<file path="src/rtl/grey_mean_std_normalizer_macros.svh">
// Assertion macros for the grey mean/std normalizer.
// Used by the controller and the pixel pipeline; no other dependencies.
`ifndef GREY_MEAN_STD_NORMALIZER_MACROS_SVH
`define GREY_MEAN_STD_NORMALIZER_MACROS_SVH
`ifndef SYNTHESIS
// same-cycle implication, clocked on clk, off during reset
`define GMSN_ASSERT_NOW(label, ante, cons) \
  label: assert property (@(posedge clk) disable iff (!rst_n) (ante) |-> (cons)) \
    else $error("gmsn: same-cycle check failed");
// next-cycle implication, clocked on clk, off during reset
`define GMSN_ASSERT_NEXT(label, ante, cons) \
  label: assert property (@(posedge clk) disable iff (!rst_n) (ante) |=> (cons)) \
    else $error("gmsn: next-cycle check failed");
`else
`define GMSN_ASSERT_NOW(label, ante, cons)
`define GMSN_ASSERT_NEXT(label, ante, cons)
`endif
`endif

</file>
<file path="src/rtl/gmsn_pkg.sv">
// Shared types and constants for the grey mean/std normalizer.
// No dependencies; used by every module of the block.
`timescale 1ns / 1ps
package gmsn_pkg;

  // Pixel counting
  localparam int CNT_W = 22;
  localparam logic [CNT_W:0] FRAME_PIXELS = 23'd2097152;

  // Statistic widths
  localparam int SUM_W  = 29;
  localparam int SQ_W   = 37;
  localparam int MEAN_W = 16;
  localparam int INV_W  = 24;

  // Pass kinds carried in the kind field
  localparam logic PASS_GATHER    = 1'b0;
  localparam logic PASS_NORMALIZE = 1'b1;

  // Grey weights, Q16
  localparam int W0 = 19661;
  localparam int W1 = 38666;
  localparam int W2 = 7209;

  // Iterative unit widths and step counts
  localparam int QUO_W      = 40;
  localparam int DVS_W      = 32;
  localparam int PROD_W     = 59;
  localparam int MPL_W      = 29;
  localparam int RAD_W      = 63;
  localparam int DIV_STEPS  = 40;
  localparam int MUL_STEPS  = 29;
  localparam int ROOT_STEPS = 32;
  localparam int STEP_W     = 6;

  typedef struct packed {
    logic       kind;
    logic [7:0] chan0;
    logic [7:0] chan1;
    logic [7:0] chan2;
    logic       frame_end;
  } in_pkt_t;

  typedef struct packed {
    logic [7:0] norm_pixel;
    logic       is_last;
  } out_pkt_t;

  typedef enum logic [3:0] {
    ST_RUN,
    ST_FOLD,
    ST_MEAN_LD,
    ST_MEAN_DIV,
    ST_MEAN_WR,
    ST_MULA_LD,
    ST_MULA_RUN,
    ST_MULB_LD,
    ST_MULB_RUN,
    ST_ROOT_LD,
    ST_ROOT_RUN,
    ST_INV_LD,
    ST_INV_DIV,
    ST_INV_WR
  } state_t;

  typedef enum logic [3:0] {
    OP_IDLE,
    OP_DIV_MEAN_LD,
    OP_DIV_STEP,
    OP_MEAN_WR,
    OP_MULA_LD,
    OP_MUL_STEP,
    OP_MULB_LD,
    OP_ROOT_LD,
    OP_ROOT_STEP,
    OP_DIV_INV_LD,
    OP_INV_WR
  } stats_op_t;

  // controller -> datapath commands
  typedef struct packed {
    stats_op_t op;
    logic      clear_sums;
  } ctrl_cmd_t;

  // pixel pipeline -> controller status
  typedef struct packed {
    logic s1_ready;
    logic gather_last;
  } pipe_sts_t;

endpackage

</file>
<file path="src/rtl/gmsn_stats.sv">
// Frame statistics unit: shared-in-time divider, shift-add multiplier and
// bit-pair square root, stepped by controller commands. Uses gmsn_pkg.
`timescale 1ns / 1ps
module gmsn_stats (
  input  logic                          clk,
  input  logic                          rst_n,
  input  gmsn_pkg::ctrl_cmd_t           cmd,
  input  logic [gmsn_pkg::SUM_W-1:0]    grey_sum,
  input  logic [gmsn_pkg::SQ_W-1:0]     square_sum,
  input  logic [gmsn_pkg::CNT_W-1:0]    fin_n,
  output logic [gmsn_pkg::MEAN_W-1:0]   mean_q8,
  output logic [gmsn_pkg::INV_W-1:0]    inv_std_q16
);

  // divider
  logic [gmsn_pkg::QUO_W-1:0]  quo_r, quo_nxt;
  logic [gmsn_pkg::DVS_W-1:0]  rem_r, rem_nxt;
  logic [gmsn_pkg::DVS_W-1:0]  dvs_r, dvs_nxt;
  logic [gmsn_pkg::DVS_W:0]    trial, trial_sub;
  // multiplier
  logic [gmsn_pkg::PROD_W-1:0] mcand_r, mcand_nxt;
  logic [gmsn_pkg::MPL_W-1:0]  mplier_r, mplier_nxt;
  logic [gmsn_pkg::PROD_W-1:0] prod_r, prod_nxt;
  logic [gmsn_pkg::PROD_W-1:0] a_r, a_nxt;
  logic [gmsn_pkg::PROD_W-1:0] dev;
  // square root
  logic [gmsn_pkg::RAD_W-1:0]  rad_r, rad_nxt;
  logic [gmsn_pkg::RAD_W-1:0]  res_r, res_nxt;
  logic [gmsn_pkg::RAD_W-1:0]  bit_r, bit_nxt;
  logic [gmsn_pkg::RAD_W:0]    root_try;
  // results
  logic [gmsn_pkg::MEAN_W-1:0] mean_r, mean_nxt;
  logic [gmsn_pkg::INV_W-1:0]  inv_r, inv_nxt;

  // one restoring division step
  assign trial     = {rem_r, quo_r[gmsn_pkg::QUO_W-1]};
  assign trial_sub = trial - {1'b0, dvs_r};

  // count*sum_sq - sum^2, floored at zero
  assign dev = (a_r > prod_r) ? (a_r - prod_r) : '0;

  // radicand test value res + bit
  assign root_try = {1'b0, res_r} + {1'b0, bit_r};

  // step logic
  always_comb begin
    quo_nxt    = quo_r;
    rem_nxt    = rem_r;
    dvs_nxt    = dvs_r;
    mcand_nxt  = mcand_r;
    mplier_nxt = mplier_r;
    prod_nxt   = prod_r;
    a_nxt      = a_r;
    rad_nxt    = rad_r;
    res_nxt    = res_r;
    bit_nxt    = bit_r;
    mean_nxt   = mean_r;
    inv_nxt    = inv_r;
    case (cmd.op)
      gmsn_pkg::OP_DIV_MEAN_LD: begin
        quo_nxt = {3'b000, grey_sum, 8'h00};
        rem_nxt = '0;
        dvs_nxt = {10'd0, fin_n};
      end
      gmsn_pkg::OP_DIV_STEP: begin
        if (trial >= {1'b0, dvs_r}) begin
          rem_nxt = trial_sub[gmsn_pkg::DVS_W-1:0];
          quo_nxt = {quo_r[gmsn_pkg::QUO_W-2:0], 1'b1};
        end else begin
          rem_nxt = trial[gmsn_pkg::DVS_W-1:0];
          quo_nxt = {quo_r[gmsn_pkg::QUO_W-2:0], 1'b0};
        end
      end
      gmsn_pkg::OP_MEAN_WR: begin
        mean_nxt = quo_r[gmsn_pkg::MEAN_W-1:0];
      end
      gmsn_pkg::OP_MULA_LD: begin
        mcand_nxt  = {22'd0, square_sum};
        mplier_nxt = {7'd0, fin_n};
        prod_nxt   = '0;
      end
      gmsn_pkg::OP_MUL_STEP: begin
        if (mplier_r[0]) begin
          prod_nxt = prod_r + mcand_r;
        end
        mcand_nxt  = {mcand_r[gmsn_pkg::PROD_W-2:0], 1'b0};
        mplier_nxt = {1'b0, mplier_r[gmsn_pkg::MPL_W-1:1]};
      end
      gmsn_pkg::OP_MULB_LD: begin
        a_nxt      = prod_r;
        mcand_nxt  = {30'd0, grey_sum};
        mplier_nxt = grey_sum;
        prod_nxt   = '0;
      end
      gmsn_pkg::OP_ROOT_LD: begin
        rad_nxt = {dev, 4'h0};
        res_nxt = '0;
        bit_nxt = {1'b1, {(gmsn_pkg::RAD_W-1){1'b0}}};
      end
      gmsn_pkg::OP_ROOT_STEP: begin
        if ({1'b0, rad_r} >= root_try) begin
          rad_nxt = rad_r - root_try[gmsn_pkg::RAD_W-1:0];
          res_nxt = {1'b0, res_r[gmsn_pkg::RAD_W-1:1]} + bit_r;
        end else begin
          res_nxt = {1'b0, res_r[gmsn_pkg::RAD_W-1:1]};
        end
        bit_nxt = {2'b00, bit_r[gmsn_pkg::RAD_W-1:2]};
      end
      gmsn_pkg::OP_DIV_INV_LD: begin
        quo_nxt = {fin_n, 18'd0};
        rem_nxt = '0;
        dvs_nxt = res_r[gmsn_pkg::DVS_W-1:0];
      end
      gmsn_pkg::OP_INV_WR: begin
        // zero deviation gives zero; large reciprocals saturate
        if (res_r == '0) begin
          inv_nxt = '0;
        end else if (|quo_r[gmsn_pkg::QUO_W-1:gmsn_pkg::INV_W]) begin
          inv_nxt = '1;
        end else begin
          inv_nxt = quo_r[gmsn_pkg::INV_W-1:0];
        end
      end
      default: begin
      end
    endcase
  end

  // working registers
  always_ff @(posedge clk) begin
    quo_r    <= quo_nxt;
    rem_r    <= rem_nxt;
    dvs_r    <= dvs_nxt;
    mcand_r  <= mcand_nxt;
    mplier_r <= mplier_nxt;
    prod_r   <= prod_nxt;
    a_r      <= a_nxt;
    rad_r    <= rad_nxt;
    res_r    <= res_nxt;
    bit_r    <= bit_nxt;
  end

  // frame statistics
  always_ff @(posedge clk) begin
    if (!rst_n) begin
      mean_r <= '0;
      inv_r  <= '0;
    end else begin
      mean_r <= mean_nxt;
      inv_r  <= inv_nxt;
    end
  end

  assign mean_q8     = mean_r;
  assign inv_std_q16 = inv_r;

endmodule

</file>
<file path="src/rtl/gmsn_pipe.sv">
// Pixel pipeline: grey conversion, pass counting, sum accumulation and the
// normalize multiply chain with its output register. Uses gmsn_pkg.
`timescale 1ns / 1ps
`include "grey_mean_std_normalizer_macros.svh"
module gmsn_pipe (
  input  logic                          clk,
  input  logic                          rst_n,
  input  gmsn_pkg::in_pkt_t             in_data,
  input  logic                          in_accept,
  input  gmsn_pkg::ctrl_cmd_t           cmd,
  input  logic [gmsn_pkg::MEAN_W-1:0]   mean_q8,
  input  logic [gmsn_pkg::INV_W-1:0]    inv_std_q16,
  input  logic                          out_ready,
  output logic                          out_valid,
  output gmsn_pkg::out_pkt_t            out_data,
  output gmsn_pkg::pipe_sts_t           sts,
  output logic [gmsn_pkg::SUM_W-1:0]    grey_sum,
  output logic [gmsn_pkg::SQ_W-1:0]     square_sum,
  output logic [gmsn_pkg::CNT_W-1:0]    fin_n
);

  logic [gmsn_pkg::CNT_W-1:0] cnt_r, cnt_nxt, cnt_inc;
  logic                       last_calc;
  logic [23:0]                wsum;
  logic [7:0]                 grey;

  logic                       s1_v_r, s1_kind_r, s1_last_r;
  logic [7:0]                 s1_grey_r;
  logic                       s1_go, s1_rdy;

  logic [gmsn_pkg::SUM_W-1:0] gsum_r, gsum_nxt;
  logic [gmsn_pkg::SQ_W-1:0]  sq_r, sq_nxt;
  logic [gmsn_pkg::SUM_W:0]   gsum_add;
  logic [gmsn_pkg::SQ_W:0]    sq_add;
  logic [15:0]                grey_sq;
  logic [gmsn_pkg::CNT_W-1:0] fin_n_r;

  logic [7:0]                 mean_floor, diff;
  logic                       s2_v_r, s2_last_r, s2_rdy, s2_go;
  logic [23:0]                s2_p1_r;
  logic [gmsn_pkg::INV_W-1:0] s2_inv_r;
  logic                       s3_v_r, s3_last_r, s3_rdy, s3_go;
  logic [47:0]                s3_p2_r;
  logic                       out_v_r, out_rdy_int;
  gmsn_pkg::out_pkt_t         out_data_r;

  // grey = weighted sum in Q16, truncated
  assign wsum = 24'(in_data.chan0) * 24'(gmsn_pkg::W0)
              + 24'(in_data.chan1) * 24'(gmsn_pkg::W1)
              + 24'(in_data.chan2) * 24'(gmsn_pkg::W2);
  assign grey = wsum[23:16];

  // pass counter, saturating; a pass ends on frame_end or a full frame
  assign cnt_inc   = (&cnt_r) ? cnt_r : cnt_r + 1'b1;
  assign last_calc = in_data.frame_end || ({1'b0, cnt_inc} >= gmsn_pkg::FRAME_PIXELS);

  always_comb begin
    cnt_nxt = cnt_r;
    if (in_accept) begin
      cnt_nxt = last_calc ? '0 : cnt_inc;
    end
  end

  always_ff @(posedge clk) begin
    if (!rst_n) begin
      cnt_r <= '0;
    end else begin
      cnt_r <= cnt_nxt;
    end
  end

  // pixel count of the finished gather pass
  always_ff @(posedge clk) begin
    if (in_accept && !in_data.kind && last_calc) begin
      fin_n_r <= cnt_inc;
    end
  end

  // handshake chain: normalize items move when the next can take
  assign out_rdy_int = !out_v_r || out_ready;
  assign s3_go  = s3_v_r && out_rdy_int;
  assign s3_rdy = !s3_v_r || out_rdy_int;
  assign s2_go  = s2_v_r && s3_rdy;
  assign s2_rdy = !s2_v_r || s3_rdy;
  assign s1_go  = s1_v_r && (!s1_kind_r || s2_rdy);
  assign s1_rdy = !s1_v_r || s1_go;

  assign sts.s1_ready    = s1_rdy;
  assign sts.gather_last = !in_data.kind && last_calc;

  // stage 1: grey register
  always_ff @(posedge clk) begin
    if (!rst_n) begin
      s1_v_r <= 1'b0;
    end else if (s1_rdy) begin
      s1_v_r <= in_accept;
    end
  end

  always_ff @(posedge clk) begin
    if (in_accept) begin
      s1_kind_r <= in_data.kind;
      s1_last_r <= last_calc;
      s1_grey_r <= grey;
    end
  end

  // gather: saturating sum and sum of squares
  assign grey_sq  = 16'(s1_grey_r) * 16'(s1_grey_r);
  assign gsum_add = {1'b0, gsum_r} + 30'(s1_grey_r);
  assign sq_add   = {1'b0, sq_r} + 38'(grey_sq);

  always_comb begin
    gsum_nxt = gsum_r;
    sq_nxt   = sq_r;
    if (cmd.clear_sums) begin
      gsum_nxt = '0;
      sq_nxt   = '0;
    end else if (s1_v_r && !s1_kind_r) begin
      gsum_nxt = gsum_add[gmsn_pkg::SUM_W] ? '1 : gsum_add[gmsn_pkg::SUM_W-1:0];
      sq_nxt   = sq_add[gmsn_pkg::SQ_W] ? '1 : sq_add[gmsn_pkg::SQ_W-1:0];
    end
  end

  always_ff @(posedge clk) begin
    if (!rst_n) begin
      gsum_r <= '0;
      sq_r   <= '0;
    end else begin
      gsum_r <= gsum_nxt;
      sq_r   <= sq_nxt;
    end
  end

  // stage 2: mean * (grey - floor(mean)), negative differences give zero
  assign mean_floor = mean_q8[15:8];
  assign diff = (s1_grey_r > mean_floor) ? (s1_grey_r - mean_floor) : 8'h00;

  always_ff @(posedge clk) begin
    if (!rst_n) begin
      s2_v_r <= 1'b0;
    end else if (s2_rdy) begin
      s2_v_r <= s1_v_r && s1_kind_r;
    end
  end

  always_ff @(posedge clk) begin
    if (s1_v_r && s1_kind_r && s2_rdy) begin
      s2_p1_r   <= 24'(mean_q8) * 24'(diff);
      s2_inv_r  <= inv_std_q16;
      s2_last_r <= s1_last_r;
    end
  end

  // stage 3: times the reciprocal deviation
  always_ff @(posedge clk) begin
    if (!rst_n) begin
      s3_v_r <= 1'b0;
    end else if (s3_rdy) begin
      s3_v_r <= s2_v_r;
    end
  end

  always_ff @(posedge clk) begin
    if (s2_go) begin
      s3_p2_r   <= 48'(s2_p1_r) * 48'(s2_inv_r);
      s3_last_r <= s2_last_r;
    end
  end

  // output register: drop 24 fraction bits, clamp to a byte
  always_ff @(posedge clk) begin
    if (!rst_n) begin
      out_v_r <= 1'b0;
    end else if (out_rdy_int) begin
      out_v_r <= s3_v_r;
    end
  end

  always_ff @(posedge clk) begin
    if (s3_go) begin
      out_data_r.norm_pixel <= (|s3_p2_r[47:32]) ? 8'hFF : s3_p2_r[31:24];
      out_data_r.is_last    <= s3_last_r;
    end
  end

  assign out_valid  = out_v_r;
  assign out_data   = out_data_r;
  assign grey_sum   = gsum_r;
  assign square_sum = sq_r;
  assign fin_n      = fin_n_r;

  `GMSN_ASSERT_NEXT(a_gather_drains, s1_v_r && !s1_kind_r && !in_accept, !s1_v_r)
  `GMSN_ASSERT_NOW(a_clear_no_fold, cmd.clear_sums, !(s1_v_r && !s1_kind_r))
  `GMSN_ASSERT_NEXT(a_last_clears_cnt, in_accept && last_calc, cnt_r == '0)

endmodule

</file>
<file path="src/rtl/gmsn_ctrl.sv">
// Controller: input gating and the end-of-gather statistics sequence.
// Drives gmsn_stats and gmsn_pipe through commands. Uses gmsn_pkg.
`timescale 1ns / 1ps
`include "grey_mean_std_normalizer_macros.svh"
module gmsn_ctrl (
  input  logic                 clk,
  input  logic                 rst_n,
  input  logic                 in_valid,
  input  gmsn_pkg::pipe_sts_t  sts,
  output logic                 in_ready,
  output gmsn_pkg::ctrl_cmd_t  cmd
);

  gmsn_pkg::state_t            state_r, state_nxt;
  logic [gmsn_pkg::STEP_W-1:0] step_r, step_nxt;
  logic                        div_end, mul_end, root_end;

  assign div_end  = (step_r == gmsn_pkg::STEP_W'(gmsn_pkg::DIV_STEPS - 1));
  assign mul_end  = (step_r == gmsn_pkg::STEP_W'(gmsn_pkg::MUL_STEPS - 1));
  assign root_end = (step_r == gmsn_pkg::STEP_W'(gmsn_pkg::ROOT_STEPS - 1));

  // state and step counter
  always_ff @(posedge clk) begin
    if (!rst_n) begin
      state_r <= gmsn_pkg::ST_RUN;
      step_r  <= '0;
    end else begin
      state_r <= state_nxt;
      step_r  <= step_nxt;
    end
  end

  // next state and commands
  always_comb begin
    state_nxt      = state_r;
    step_nxt       = '0;
    in_ready       = 1'b0;
    cmd.op         = gmsn_pkg::OP_IDLE;
    cmd.clear_sums = 1'b0;
    case (state_r)
      gmsn_pkg::ST_RUN: begin
        in_ready = sts.s1_ready;
        if (in_valid && sts.s1_ready && sts.gather_last) begin
          state_nxt = gmsn_pkg::ST_FOLD;
        end
      end
      // last gather pixel folds into the sums
      gmsn_pkg::ST_FOLD: begin
        state_nxt = gmsn_pkg::ST_MEAN_LD;
      end
      gmsn_pkg::ST_MEAN_LD: begin
        cmd.op    = gmsn_pkg::OP_DIV_MEAN_LD;
        state_nxt = gmsn_pkg::ST_MEAN_DIV;
      end
      gmsn_pkg::ST_MEAN_DIV: begin
        cmd.op   = gmsn_pkg::OP_DIV_STEP;
        step_nxt = step_r + 1'b1;
        if (div_end) begin
          step_nxt  = '0;
          state_nxt = gmsn_pkg::ST_MEAN_WR;
        end
      end
      gmsn_pkg::ST_MEAN_WR: begin
        cmd.op    = gmsn_pkg::OP_MEAN_WR;
        state_nxt = gmsn_pkg::ST_MULA_LD;
      end
      gmsn_pkg::ST_MULA_LD: begin
        cmd.op    = gmsn_pkg::OP_MULA_LD;
        state_nxt = gmsn_pkg::ST_MULA_RUN;
      end
      gmsn_pkg::ST_MULA_RUN: begin
        cmd.op   = gmsn_pkg::OP_MUL_STEP;
        step_nxt = step_r + 1'b1;
        if (mul_end) begin
          step_nxt  = '0;
          state_nxt = gmsn_pkg::ST_MULB_LD;
        end
      end
      gmsn_pkg::ST_MULB_LD: begin
        cmd.op    = gmsn_pkg::OP_MULB_LD;
        state_nxt = gmsn_pkg::ST_MULB_RUN;
      end
      gmsn_pkg::ST_MULB_RUN: begin
        cmd.op   = gmsn_pkg::OP_MUL_STEP;
        step_nxt = step_r + 1'b1;
        if (mul_end) begin
          step_nxt  = '0;
          state_nxt = gmsn_pkg::ST_ROOT_LD;
        end
      end
      gmsn_pkg::ST_ROOT_LD: begin
        cmd.op    = gmsn_pkg::OP_ROOT_LD;
        state_nxt = gmsn_pkg::ST_ROOT_RUN;
      end
      gmsn_pkg::ST_ROOT_RUN: begin
        cmd.op   = gmsn_pkg::OP_ROOT_STEP;
        step_nxt = step_r + 1'b1;
        if (root_end) begin
          step_nxt  = '0;
          state_nxt = gmsn_pkg::ST_INV_LD;
        end
      end
      gmsn_pkg::ST_INV_LD: begin
        cmd.op    = gmsn_pkg::OP_DIV_INV_LD;
        state_nxt = gmsn_pkg::ST_INV_DIV;
      end
      gmsn_pkg::ST_INV_DIV: begin
        cmd.op   = gmsn_pkg::OP_DIV_STEP;
        step_nxt = step_r + 1'b1;
        if (div_end) begin
          step_nxt  = '0;
          state_nxt = gmsn_pkg::ST_INV_WR;
        end
      end
      // publish the reciprocal and start a fresh gather
      gmsn_pkg::ST_INV_WR: begin
        cmd.op         = gmsn_pkg::OP_INV_WR;
        cmd.clear_sums = 1'b1;
        state_nxt      = gmsn_pkg::ST_RUN;
      end
      default: begin
        state_nxt = gmsn_pkg::ST_RUN;
      end
    endcase
  end

  `GMSN_ASSERT_NEXT(a_gl_enters_fold, in_valid && in_ready && sts.gather_last,
                    state_r == gmsn_pkg::ST_FOLD && !in_ready)
  `GMSN_ASSERT_NOW(a_busy_blocks, state_r != gmsn_pkg::ST_RUN, !in_ready)
  `GMSN_ASSERT_NOW(a_step_bound, 1'b1, step_r < gmsn_pkg::STEP_W'(gmsn_pkg::DIV_STEPS))

endmodule

</file>
<file path="src/rtl/grey_mean_std_normalizer.sv">
// Grey conversion with frame mean / standard deviation normalization.
// Top level; instantiates gmsn_ctrl, gmsn_pipe and gmsn_stats, uses gmsn_pkg.
//
// Usage: each frame is streamed twice on the in_ channel (valid/ready).
// Items with kind 0 gather the grey sum and sum of squares and give no
// result; items with kind 1 give one out_ item each, the normalized grey
// byte and an is_last flag. A pass ends on frame_end or after FRAME_PIXELS
// items.
// Throughput: one item per cycle in both passes while in_ready is high; it
// drops during the statistics sequence and on a stall. The end of a gather
// pass starts the statistics sequence (mean division, two shift-add
// products, square root, reciprocal division); in_ready stays low through
// it: the 40-step divider run twice, the 29-step multiplier run twice, the
// 32-step root and eight fold, load and write states. Normalize items pass
// from the grey register via two multiplier stages to the output register.
// Reset: all statistics read zero, so a normalize pass before any gather
// pass yields zeros.
// Stall: with out_ready low the result waits in the output register while
// the three stages behind it fill; in_ready drops once all are full.
`timescale 1ns / 1ps
module grey_mean_std_normalizer (
  input  logic                clk,
  input  logic                rst_n,
  input  logic                in_valid,
  output logic                in_ready,
  input  gmsn_pkg::in_pkt_t   in_data,
  output logic                out_valid,
  input  logic                out_ready,
  output gmsn_pkg::out_pkt_t  out_data
);

  gmsn_pkg::ctrl_cmd_t         cmd;
  gmsn_pkg::pipe_sts_t         sts;
  logic                        in_accept;
  logic [gmsn_pkg::SUM_W-1:0]  grey_sum;
  logic [gmsn_pkg::SQ_W-1:0]   square_sum;
  logic [gmsn_pkg::CNT_W-1:0]  fin_n;
  logic [gmsn_pkg::MEAN_W-1:0] mean_q8;
  logic [gmsn_pkg::INV_W-1:0]  inv_std_q16;

  assign in_accept = in_valid && in_ready;

  gmsn_ctrl u_ctrl (
    .clk      (clk),
    .rst_n    (rst_n),
    .in_valid (in_valid),
    .sts      (sts),
    .in_ready (in_ready),
    .cmd      (cmd)
  );

  gmsn_pipe u_pipe (
    .clk         (clk),
    .rst_n       (rst_n),
    .in_data     (in_data),
    .in_accept   (in_accept),
    .cmd         (cmd),
    .mean_q8     (mean_q8),
    .inv_std_q16 (inv_std_q16),
    .out_ready   (out_ready),
    .out_valid   (out_valid),
    .out_data    (out_data),
    .sts         (sts),
    .grey_sum    (grey_sum),
    .square_sum  (square_sum),
    .fin_n       (fin_n)
  );

  gmsn_stats u_stats (
    .clk         (clk),
    .rst_n       (rst_n),
    .cmd         (cmd),
    .grey_sum    (grey_sum),
    .square_sum  (square_sum),
    .fin_n       (fin_n),
    .mean_q8     (mean_q8),
    .inv_std_q16 (inv_std_q16)
  );

endmodule
</file>
<file path="config.mk">
export PLATFORM = sky130hd
export DESIGN_NAME = grey_mean_std_normalizer
export DESIGN_NICKNAME = d
export VERILOG_FILES = /design/src/rtl/gmsn_pkg.sv /design/src/rtl/gmsn_stats.sv /design/src/rtl/gmsn_pipe.sv /design/src/rtl/gmsn_ctrl.sv /design/src/rtl/grey_mean_std_normalizer.sv
export VERILOG_INCLUDE_DIRS = /design/src /design/src/rtl
export SDC_FILE = /design/constraint.sdc
export NUM_CORES = 2
export LEC_CHECK = 0
export ABC_AREA = 1
export BUFFER_PORTS_ARGS = -buffer_cell sky130_fd_sc_hd__buf_4
export CAP_MARGIN = 20
export CORE_ASPECT_RATIO = 1.75
export CORE_UTILIZATION = 55
export DETAILED_ROUTE_END_ITERATION = 7
export PLACE_DENSITY = 0.72
export SYNTH_ARGS = -nofsm -noshare
export SYNTH_HDL_FRONTEND = slang
export SYNTH_SLANG_ARGS = --single-unit
</file>
<file path="constraint.sdc">
create_clock -name clk -period 23.7 [get_ports clk]
set_input_delay 1.185 -clock clk [delete_from_list [all_inputs] [get_ports clk]]
set_output_delay 1.185 -clock clk [all_outputs]
set_load 0.005 [all_outputs]
</file>
* Word level (Yosys, flattened, before mapping)
Cells that the tools add are included.
Word-level totals: input bits 30, word-level logic and storage cells 170, register bits 780, output and inout port bits 11
Operators by class: add/sub/neg operators 13, reductions and logical operators 43, multiplexer cells 36, multipliers 6, bitwise operators 1, order comparisons 5, equal/unequal tests 34
Operators by type and width (count):
- $pmux 63 s2 | 3
- $pmux 59 s3 | 1
- $pmux 32 s2 | 2
- $mux 63 | 2
- $pmux 40 s3 | 1
- $mux 59 | 2
- $pmux 59 s2 | 1
- $pmux 29 s3 | 1
- $add 63x63->64 | 1
- $ge 63x64->1 | 1
- $add 62x63->63 | 1
- $logic_not 63->1 | 1
- $sub 63x63->63 | 1
- $add 59x59->59 | 1
- $gt 59x59->1 | 1
- $sub 59x59->59 | 1
- $pmux 4 s13 | 1
- $mul 24x24->48 | 1
- $mux 24 | 2
- $mul 8x15->23 const B | 2
- $mux 22 | 2
- $pmux 4 s10 | 1
- $add 37x16->38 | 1
- $mux 37 | 1
- other kinds (39) | 106

* Longest topological paths before layout
word-level depth 11, mapped depth 36

* By module
From an unflattened synthesis, not the netlist that was laid out.
Second synthesis, totals: cells, all modules 11385, area total of the unflattened synthesis 84334.6 um^2
Modules (own cells, without submodules):
- gmsn_stats | times used 1, cells an instance 5984, area an instance 42205.5 um^2, seq. area each 14854.2 um^2
- gmsn_pipe | times used 1, cells an instance 5283, area an instance 41428.5 um^2, seq. area each 5295.1 um^2
- gmsn_ctrl | times used 1, cells an instance 116, area an instance 693.2 um^2, seq. area each 200.2 um^2
- grey_mean_std_normalizer | times used 1, cells an instance 2, area an instance 7.5 um^2, seq. area each 0.0 um^2

* Worst setup path before layout
Ideal clock, no wire load.
kind flip-flop to flip-flop, start register u_ctrl.state_r[2], end register u_stats.bit_r[0] (netlist name) (enable), arrival time 7002 ps, setup slack 16033 ps, buffers on the path 0, clock period less this slack 7667 ps, library setup time 665 ps, stages on the path, launching flop included 4, cells stage by stage dfxtp_1 inv_1 nand2_1 nor3_1
On the way: cells in the longest elaborated chain, start to end 5
Ends and longest elaborated chain:
- from (decl) | RTL line gmsn_ctrl.sv:14 | gmsn_pkg::state_t state_r, state_nxt;
- from (signal assigned) | RTL line gmsn_ctrl.sv:25 | state_r <= gmsn_pkg::ST_RUN;
- from (signal assigned) | RTL line gmsn_ctrl.sv:28 | state_r <= state_nxt;
- $eq 4x2->1, or another cell as far along | RTL line gmsn_ctrl.sv:40 | case (state_r)
- $reduce_or 2->1 (no source line)
- $pmux 4 s10 (*) | RTL line gmsn_ctrl.sv:40
- $eq 4x3->1 / $eq 4x4->1 (equally long branches) | RTL line gmsn_stats.sv:59 | case (cmd.op)
- $reduce_bool 2->1 (no source line) (*)
- to (signal assigned) | RTL line gmsn_stats.sv:140 | bit_r <= bit_nxt;
- to (decl) | RTL line gmsn_stats.sv:29 | logic [gmsn_pkg::RAD_W-1:0] bit_r, bit_nxt;
Mark *: on every way between the ends. The rest lies on a longest branch, timed or not. A chain may end at the register's enable or synchronous reset.

* Worst setup path in the final report
start register u_pipe.s1_grey_r[0], end register u_pipe.s2_p1_r[17], data pin
On the way: cells in the longest elaborated chain, start to end 3
Ends and longest elaborated chain:
- from (decl) | RTL line gmsn_pipe.sv:28 | logic [7:0] s1_grey_r;
- from (signal assigned) | RTL line gmsn_pipe.sv:104 | s1_grey_r <= grey;
- $sub 8x8->8 / $gt 8x8->1 (equally long branches) | RTL line gmsn_pipe.sv:137 | assign diff = (s1_grey_r > mean_floor) ? (s1_grey_r - mean_floor) : 8'h00;
- $mux 8 (*) | RTL line gmsn_pipe.sv:137
- $mul 16x8->24 (*) | RTL line gmsn_pipe.sv:149 | s2_p1_r <= 24'(mean_q8) * 24'(diff);
- to (signal assigned) | RTL line gmsn_pipe.sv:149
- to (decl) | RTL line gmsn_pipe.sv:40 | logic [23:0] s2_p1_r;
Marks and branches as above.

==> results.cfg <==
[run_status]
status = complete, no violations

[clock_network]
cts_resized = 0
h-tree-depth = 3
clk_path_buf_depth = 3
post-cts-setup-buffers = 0
cts_made_buffers = 74
cts_tree = yes
cts_hold_buf = 0
cts.sinks = 725
clkTransAtPathRegs_ns = 0.07
clock_latency_ns = 0.69
root_buffer = clkbuf_16

[critical_path]
worst_ep_arrival_time_ns = 8.47
slowest_delay_ns = 0.60
rr_startpoint = u_pipe.s1_grey_r[0]
crit_top_cell = nand2_1
critPathSlowestCell = fa_1
critPathMaxFanout = 15
critPathLaunchType = register
r2r_end = u_pipe.s2_p1_r[17]
crit_required_ns = 24.13
endpoint_kind = register
crit_type = register to register
r2r_cells = 30
reg2reg_slack_ns = 15.66

[drt]
drt-wirelength-per-cell_um = 21.31
routed_wl_um = 277200
via_count = 74000
vias_per_cell = 5.688
firstDrtPassIters = 7
drt-initial-drc-count = 5669
ant_nets = 0
drc = 0

[die]
core_mm2 = 0.1498
die_y_um = 515.6
io_pins = 41
die-area_mm2 = 0.1524
fp-row-count = 188
die_w_um = 295.5
start_util = 0.5533

[global_route]
grt_max_degree = 80
track_usage = 0.3658
overflow = 0
grt_antenna_before_repair = 8
grt_pass1_vias = 75410
grt_pass1_wl_um = 423400

[synthesis]
synth_fa_ha_area_frac = 0.2794
synth_nets = 12460
yosysSeqAreaShare = 0.2454
synthCells = 11010
synth-compound-area-share = 0.1160
ys_ff_latch = 725
synthFlopType = edfxtp_1
synth_top_family_by_area = adder cells
synth-simple-area-share = 0.2085
synth_cell_types = 61
synthMuxAreaShare = 0.0002716
ys.warnings.count = 0
synth_xor_area_frac = 0.03211
synth_edf_count = 583
ys_async_sr_fraction = 0
synth_area_mm2 = 0.08291
avgSynthCellArea_um2 = 7.531

[timing]
slew_violations = 0
slew_headroom = 0.2139
rsz0062_at_grt = false
setup_viol = 0
final.min_clock_period_ns = 8.040
worst_slew_pin_slew_ns = 1.179
fin_worst_skew_ns = 0.03409
clock.fmax_ghz = 0.1244
fin_crit_sh = 0.3392
finalHoldViolCount = 0
fin_tns_setup_ns = 0

[run]
cap_violations = 0

[min_path]
hold_class = register to register
holdPathEnd = u_pipe.out_data[0]
hold_path_depth = 0
hp-start = u_pipe.s3_last_r

[finish]
layout_commonest_cell = nand2_1
final_cell_mix = 2409 x nand2_1, 2330 x inv_1, 1044 x nor2_1
nets = 12400
drive_above_1_share = 0.02815
area_delta_synth_final_pct = 6.008

[placement]
dpl.hpwl_um = 222500
place_congestion = 1.013
io_buffers = 40
-- critical path: cells and delay by family (launching register included) --
kind            cells  cell delay (ns)
fa+ha+maj           7             3.03
simple gates       10             1.64
compound gates      7             1.64
xor+xnor            1             0.08
buf+inv             5             0.82
flops               1             0.58
-- per-stage QoR --
stage                     std cells  setup WS (ns)  hold slack (ns)  cell area (um^2)    util
after floorplan               11010          16.03           0.4003             82910       -
after global placement        12870          15.38           0.4061             85330  0.5695
after detailed placement      12870          15.58           0.4135             85330  0.5695
after CTS                     13000          15.64           0.4283             87830  0.5862
after global routing          13010          15.07           0.4396             87890  0.5865
final                         13010          15.66           0.4282             87890  0.5866
-- final cells by class --
class                      count  area, um^2
timing repair buffer         116       898.4
clock inverter                37       432.9
multi-input combinational   7696       52860
clock buffer                  99        2071
antenna                        3       7.507
tap                         1995        2496
fill                       14310       61950
sequential                   725       20350
inverter                    2338        8777
-- per-layer routing --
layer / GRT usage / part of all wire / vias up
li1: - / - / 34770
met1: 0.3889 / 0.35 / 35400
met2: 0.6571 / 0.51 / 2872
met3: 0.05853 / 0.062 / 948
met4: 0.2503 / 0.079 / 8
met5: 0.0009756 / 0.00018 / -
-- flip-flops by register name (all words and copies together), names as in the netlist, 32 cells and up --
name               cells
u_stats.rem_r         32
u_stats.quo_r         40
u_stats.prod_r        59
u_stats.bit_r         32
u_stats.rad_r         63
u_stats.dvs_r         32
u_stats.a_r           59
u_stats.res_r         63
u_pipe.square_sum     37
u_stats.mcand_r       59
-- worst max-delay path by stage --
| stage | startpoint | slack, ns | endpoint |
|---|---|---|---|
| 2_1_floorplan | u_ctrl.state_r[2] | 16.03 | u_stats.bit_r[0] |
| 3_3_place_gp | in_data[11] | 15.38 | u_pipe.s1_grey_r[6] |
| 3_5_place_dp | in_data[11] | 15.58 | u_pipe.s1_grey_r[6] |
| 4_1_cts | u_pipe.s1_grey_r[1] | 15.64 | u_pipe.s2_p1_r[17] |
| 5_1_grt | u_pipe.s1_grey_r[1] | 15.07 | u_pipe.s2_p1_r[17] |
| 6_report | u_pipe.s1_grey_r[0] | 15.66 | u_pipe.s2_p1_r[17] |
-- cell usage after synthesis, types with 16 or more instances --
master / number / area, um^2
nor4_1: 46 / 287.8
nand3_1: 412 / 2062
buf_2: 24 / 120.1
a31oi_1: 72 / 450.4
xnor2_1: 98 / 858.3
nor3_1: 129 / 645.6
nand3b_1: 48 / 360.4
fa_1: 714 / 14290
ha_1: 709 / 8871
or2_2: 25 / 156.4
a21oi_1: 715 / 3578
clkbuf_1: 203 / 762.0
o21bai_1: 73 / 548.0
o21ai_0: 593 / 2968
o211ai_1: 28 / 210.2
nor2_1: 1051 / 3945
inv_1: 2331 / 8750
nand4_1: 73 / 456.7
o21ai_1: 16 / 80.08
a21boi_0: 20 / 150.1
dfxtp_1: 142 / 2843
xor2_1: 206 / 1804
a21o_1: 61 / 457.9
edfxtp_1: 583 / 17510
nand2_1: 2413 / 9057
o21a_1: 33 / 247.7
a22oi_1: 44 / 330.3
-- logic make-up (layout without fill, tap and decap cells) --
family	count (synthesis)	in the layout
compound gates	1726	1726
xor+xnor	304	304
fa+ha+maj	1423	1423
buf+inv	2588	2590
flops	725	725
mux	2	2
other cells	0	3
simple gates	4241	4241
Power is not shown: default switching activity piles up to over one toggle a cycle in this logic, so the estimate is an artifact.
